File: src/hdl/smeu_pkg.sv
package smeu_pkg;

   localparam int STACK_DEPTH = 256;
   localparam int DATA_W      = 32;
   localparam int CNT_W       = $clog2(STACK_DEPTH + 1);
   localparam int ADDR_W      = $clog2(STACK_DEPTH);
   localparam int DEPTH_W     = 9;
   localparam int STEP_W      = $clog2(DATA_W);

   localparam logic [3:0] CMD_PUSH = 4'd0;
   localparam logic [3:0] CMD_POP  = 4'd1;
   localparam logic [3:0] CMD_SWAP = 4'd2;
   localparam logic [3:0] CMD_ADD  = 4'd3;
   localparam logic [3:0] CMD_MUL  = 4'd4;
   localparam logic [3:0] CMD_SUB  = 4'd5;
   localparam logic [3:0] CMD_DIV  = 4'd6;
   localparam logic [3:0] CMD_MOD  = 4'd7;
   localparam logic [3:0] CMD_DUP  = 4'd8;
   localparam logic [3:0] CMD_DUP2 = 4'd9;
   localparam logic [3:0] CMD_TOP  = 4'd10;
   localparam logic [3:0] CMD_JEQ0 = 4'd11;
   localparam logic [3:0] CMD_JGT0 = 4'd12;
   localparam logic [3:0] CMD_JLT0 = 4'd13;
   localparam logic [3:0] CMD_JUMP = 4'd14;

   localparam logic [2:0] ERR_OK      = 3'd0;
   localparam logic [2:0] ERR_DIV0    = 3'd1;
   localparam logic [2:0] ERR_UNDER   = 3'd2;
   localparam logic [2:0] ERR_OVER    = 3'd3;
   localparam logic [2:0] ERR_UNKNOWN = 3'd4;

   // datapath step codes issued by the controller
   localparam logic [2:0] STEP_NONE    = 3'd0;
   localparam logic [2:0] STEP_EXEC    = 3'd1;
   localparam logic [2:0] STEP_FILL    = 3'd2;
   localparam logic [2:0] STEP_POP2    = 3'd3;
   localparam logic [2:0] STEP_WR2     = 3'd4;
   localparam logic [2:0] STEP_DIVDONE = 3'd5;
   localparam logic [2:0] STEP_RESP    = 3'd6;

   typedef struct packed {
      logic       load;
      logic [2:0] step;
      logic       div_start;
   } ctrl_type;

   typedef struct packed {
      logic [3:0] cmd;
      logic [2:0] err;
      logic       div_done;
      logic       out_free;
   } stat_type;

endpackage

File: src/hdl/smeu_ctrl.sv
module smeu_ctrl
   import smeu_pkg::*;
(
   input  logic     clock,
   input  logic     reset,
   input  logic     req_valid,
   output logic     req_ready,
   input  stat_type stat,
   output ctrl_type ctrl
);

   localparam logic [2:0] S_IDLE = 3'd0;
   localparam logic [2:0] S_EXEC = 3'd1;
   localparam logic [2:0] S_FILL = 3'd2;
   localparam logic [2:0] S_POP2 = 3'd3;
   localparam logic [2:0] S_WR2  = 3'd4;
   localparam logic [2:0] S_DIV  = 3'd5;
   localparam logic [2:0] S_DONE = 3'd6;

   logic [2:0] state_ff, state_in;
   logic       pend_ff, pend_in;

   always_comb begin
      state_in       = state_ff;
      pend_in        = pend_ff;
      ctrl.load      = 1'b0;
      ctrl.step      = STEP_NONE;
      ctrl.div_start = 1'b0;
      req_ready      = (state_ff == S_IDLE);
      case (state_ff)
         S_IDLE: begin
            if (req_valid) begin
               ctrl.load = 1'b1;
               state_in  = S_EXEC;
            end
         end
         S_EXEC: begin
            ctrl.step = STEP_EXEC;
            pend_in   = 1'b0;
            if (stat.err == ERR_DIV0) begin
               pend_in  = 1'b1;
               state_in = S_FILL;
            end else if (stat.err != ERR_OK) begin
               state_in = S_DONE;
            end else begin
               case (stat.cmd)
                  CMD_POP, CMD_ADD, CMD_SUB, CMD_MUL: state_in = S_FILL;
                  CMD_DIV, CMD_MOD: begin
                     ctrl.div_start = 1'b1;
                     state_in       = S_DIV;
                  end
                  CMD_DUP2: state_in = S_WR2;
                  default:  state_in = S_DONE;
               endcase
            end
         end
         S_FILL: begin
            ctrl.step = STEP_FILL;
            pend_in   = 1'b0;
            state_in  = pend_ff ? S_POP2 : S_DONE;
         end
         S_POP2: begin
            ctrl.step = STEP_POP2;
            state_in  = S_FILL;
         end
         S_WR2: begin
            ctrl.step = STEP_WR2;
            state_in  = S_DONE;
         end
         S_DIV: begin
            if (stat.div_done) begin
               ctrl.step = STEP_DIVDONE;
               state_in  = S_FILL;
            end
         end
         S_DONE: begin
            if (stat.out_free) begin
               ctrl.step = STEP_RESP;
               state_in  = S_IDLE;
            end
         end
         default: state_in = S_IDLE;
      endcase
   end

   always_ff @(posedge clock) begin
      if (reset) begin
         state_ff <= S_IDLE;
         pend_ff  <= 1'b0;
      end else begin
         state_ff <= state_in;
         pend_ff  <= pend_in;
      end
   end

endmodule

File: config.mk
export PLATFORM = sky130hd
export DESIGN_NAME = smeu_ctrl
export DESIGN_NICKNAME = d
export VERILOG_FILES = /design/src/hdl/smeu_pkg.sv /design/src/hdl/smeu_ctrl.sv
export SDC_FILE = /design/constraint.sdc
export NUM_CORES = 1
export LEC_CHECK = 0
export ABC_AREA = 1
export BUFFER_PORTS_ARGS = -buffer_cell sky130_fd_sc_hd__buf_2
export CAP_MARGIN = 15
export CORE_AREA = 2 2 39 41
export DETAILED_ROUTE_END_ITERATION = 10
export DIE_AREA = 0 0 41 43
export SYNTH_ARGS = -nofsm -noshare
export SYNTH_HDL_FRONTEND = slang
export SYNTH_SLANG_ARGS = --single-unit
File: constraint.sdc
create_clock -name clock -period 1.33 [get_ports clock]
set_clock_uncertainty 0.1 [all_clocks]
set_input_delay 0.266 -clock clock [delete_from_list [all_inputs] [get_ports clock]]
set_output_delay 0.266 -clock clock [all_outputs]
set_load 0.005 [all_outputs]
==> flow_summary.toml <==
[status]
status = "finished, violations left"
violations = "negative setup slack"

[clocking]
cts-root-buf = "clkbuf_4"
cts_buffer_depth = 2
cts_htree_levels = 1
numCtsBuffers = 3
clk_latency_ns = 0.24
hold_buffers = 0
tritoncts = "done"
cts.sinks = 4
clk_pin_slew_ns = 0.04

[synth]
syn_area_um2 = 369
ys_seq_elements = 4
synth.distinct_cells = 16
synth_nets = 79
synth_area_leaders = "dfxtp_1 (22%), inv_1 (15%), nand2_1 (15%), nand3_1 (11%), nor2_1 (9.2%)"
yosysWarnings = 0
syn_avg_cell_area_um2 = 5.51
synth_top_area_share_pct = 21.7
ys_seq_area_share_pct = 21.7
synth_cells = 67
yosysTopAreaCell = "dfxtp_1"

[route]
wl_per_cell_um = 10.0
wl_mm = 1.14
drtIter0Drc = 12
vias = 535
drc_errors = 0
avgViaCountPerCell = 4.69
postRouteAntennaNets = 0
first_pass_iters = 2

[timing]
hold_violations = 0
setup_slack_ns = -0.161
setup_viol = 7
tns_ns = -0.663
slew_violations = 0
rsz0062_at_grt = "true"
timing.fmax_ghz = 0.671
fin_crit_sh_pct = 112
post-route-min-period_ns = 1.49
relSlewSlack_pct = 88.2
tightestPinTransition_ns = 0.176

[floorplanning]
die_x_um = 41
die_area_um2 = 1760
start_util_pct = 26.7
io_pins = 18
coreArea_um2 = 1380
rows = 14
die_h_um = 43

[critical_path]
cpLargestDelayFamily = "flip-flops"
crit_path_max_fanout = 5
endpoint_kind = "primary output"
ff2ff_path_depth = 9
path_depth = 6
critical_path_class = "reg2out"
cp_data_required_time_ns = 0.96
slowest_delay_ns = 0.38
crit_buf_inv = 3
slowest_stage = "dfxtp_4"
critPathLaunchType = "flop"
crit_chain = "nor2_4, inv_2, nor2_2, inv_1, nor2_1, buf_2"
critPathArrivalTime_ns = 1.13

[power_and_ir_drop]
irDropWorstVdd_uv = 1140
power.leakage_nw = 0.376
powerDensity_nw_per_um2 = 2070

[global_routing]
grt_max_degree = 7
first_global_vias = 499
grt_pass1_wl_mm = 1.88
gr-total-overflow = 0
grt_util_all_layers_pct = 15.4
antenna_found_initial = 0

[placed_design]
place_hpwl_um = 745
globalplace.congestion = 0.747
numPortBuffers = 17
placed_cell_area_um2 = 504

[finish]
syn_to_final_growth_pct = 77.6
drive_above_1_share_pct = 52.0
stdcell_area_um2 = 656
diodes = 0
fill_cells = 145
final_nets = 112

[worst_hold_path]
min_path_cells = 2
min_path_type = "in2reg"

[job]
cap_violations = 0
==> timing repair <==
item / in CTS / in global routing
gates resized for setup: 16 / 9
setup endpoints to repair: 6 / 6
pin swaps: 3 / 4
buffers inserted: 4 / 3
==> worst register-to-register path, delay by kind of cell (launching register included) <==
kind / cells / cell delay [ns]
flip-flops: 1 / 0.41
AND/OR/NAND/NOR: 5 / 0.37
buffers and inverters: 4 / 0.35
==> cells in the final DEF, fill, tap and decap left out, drive strengths merged <==
master   n
buf     28
inv     17
nand2   15
nor2    11
nand3    8
a21oi    4
dfxtp    4
clkbuf   3
a211oi   2
nor3     1
o221ai   1
nand4    1
o211ai   1
o21ai    1
nand3b   1
==> where the power goes <==
part	leakage, nW	internal [mW]	switching (mW)
Combinational	0.327	0.453	0.429
Clock	0.0138	0.101	0.0510
Sequential	0.0349	0.197	0.123
==> registers in the layout (all words and copies together) (netlist names) <==
name,count
pend_ff,1
state_ff,3
==> logic make-up (layout without fill, tap and decap cells) <==
family / after synthesis / after routing / synth area share [%]
flops: 4 / 4 / 21.7
buf+inv: 17 / 48 / 17.3
compound gates: 9 / 9 / 17.3
simple gates: 37 / 37 / 43.7
==> cells in the mapped netlist, drive strengths merged <==
library cell,number
dfxtp,4
nor2,11
nand3b,1
nand3,8
a21oi,4
nand4,1
nand2,15
a211oi,2
nor3,1
o211ai,1
o21ai,1
inv,17
o221ai,1
==> through the flow <==
| stage | util, % | worst slack (ns) | total power [mW] | cells | hold WS (ns) |
|---|---|---|---|---|---|
| 5_1_grt | 47.4 | -0.213 | 1.46 | 114 | 0.127 |
| 2_1_floorplan | - | 0.110 | 0.617 | 67 | 0.228 |
| 3_5_place_dp | 36.4 | 0.0311 | 0.859 | 104 | 0.371 |
| 4_1_cts | 43.4 | -0.154 | 1.21 | 111 | 0.114 |
| 6_report | 47.4 | -0.161 | 1.35 | 114 | 0.128 |
| 3_3_place_gp | 36.4 | 0.0554 | 0.861 | 104 | 0.373 |
==> worst paths after layout <==
kind	endpoint	startpoint	slack, ns
min reg2reg	pend_ff	pend_ff	0.40
min	state_ff[0]	reset	0.13
max	ctrl[4]	state_ff[1]	-0.16
max reg2reg	state_ff[2]	state_ff[0]	-0.01
==> layout make-up <==
cell class	count	area (µm²)	area share, %
Clock buffer	3	22.5	3.44
Inverter	17	71.3	10.9
Multi-Input combinational cell	46	279	42.6
Sequential cell	4	91.3	13.9
Tap cell	16	20.0	3.05
Timing Repair Buffer	28	171	26.1
==> routing by layer <==
| layer | part of all wire [%] | GRT usage (%) | wire length, µm | up-vias |
|---|---|---|---|---|
| met5 | 0 | 0 | 0 | - |
| met4 | 0 | 2.00 | 0 | 0 |
| met3 | 3.6 | 6.28 | 41 | 0 |
| met2 | 57 | 26.6 | 646 | 10 |
| met1 | 40 | 17.0 | 453 | 248 |
| li1 | - | - | - | 277 |
Note: power is estimated with default switching activity, not from simulation.
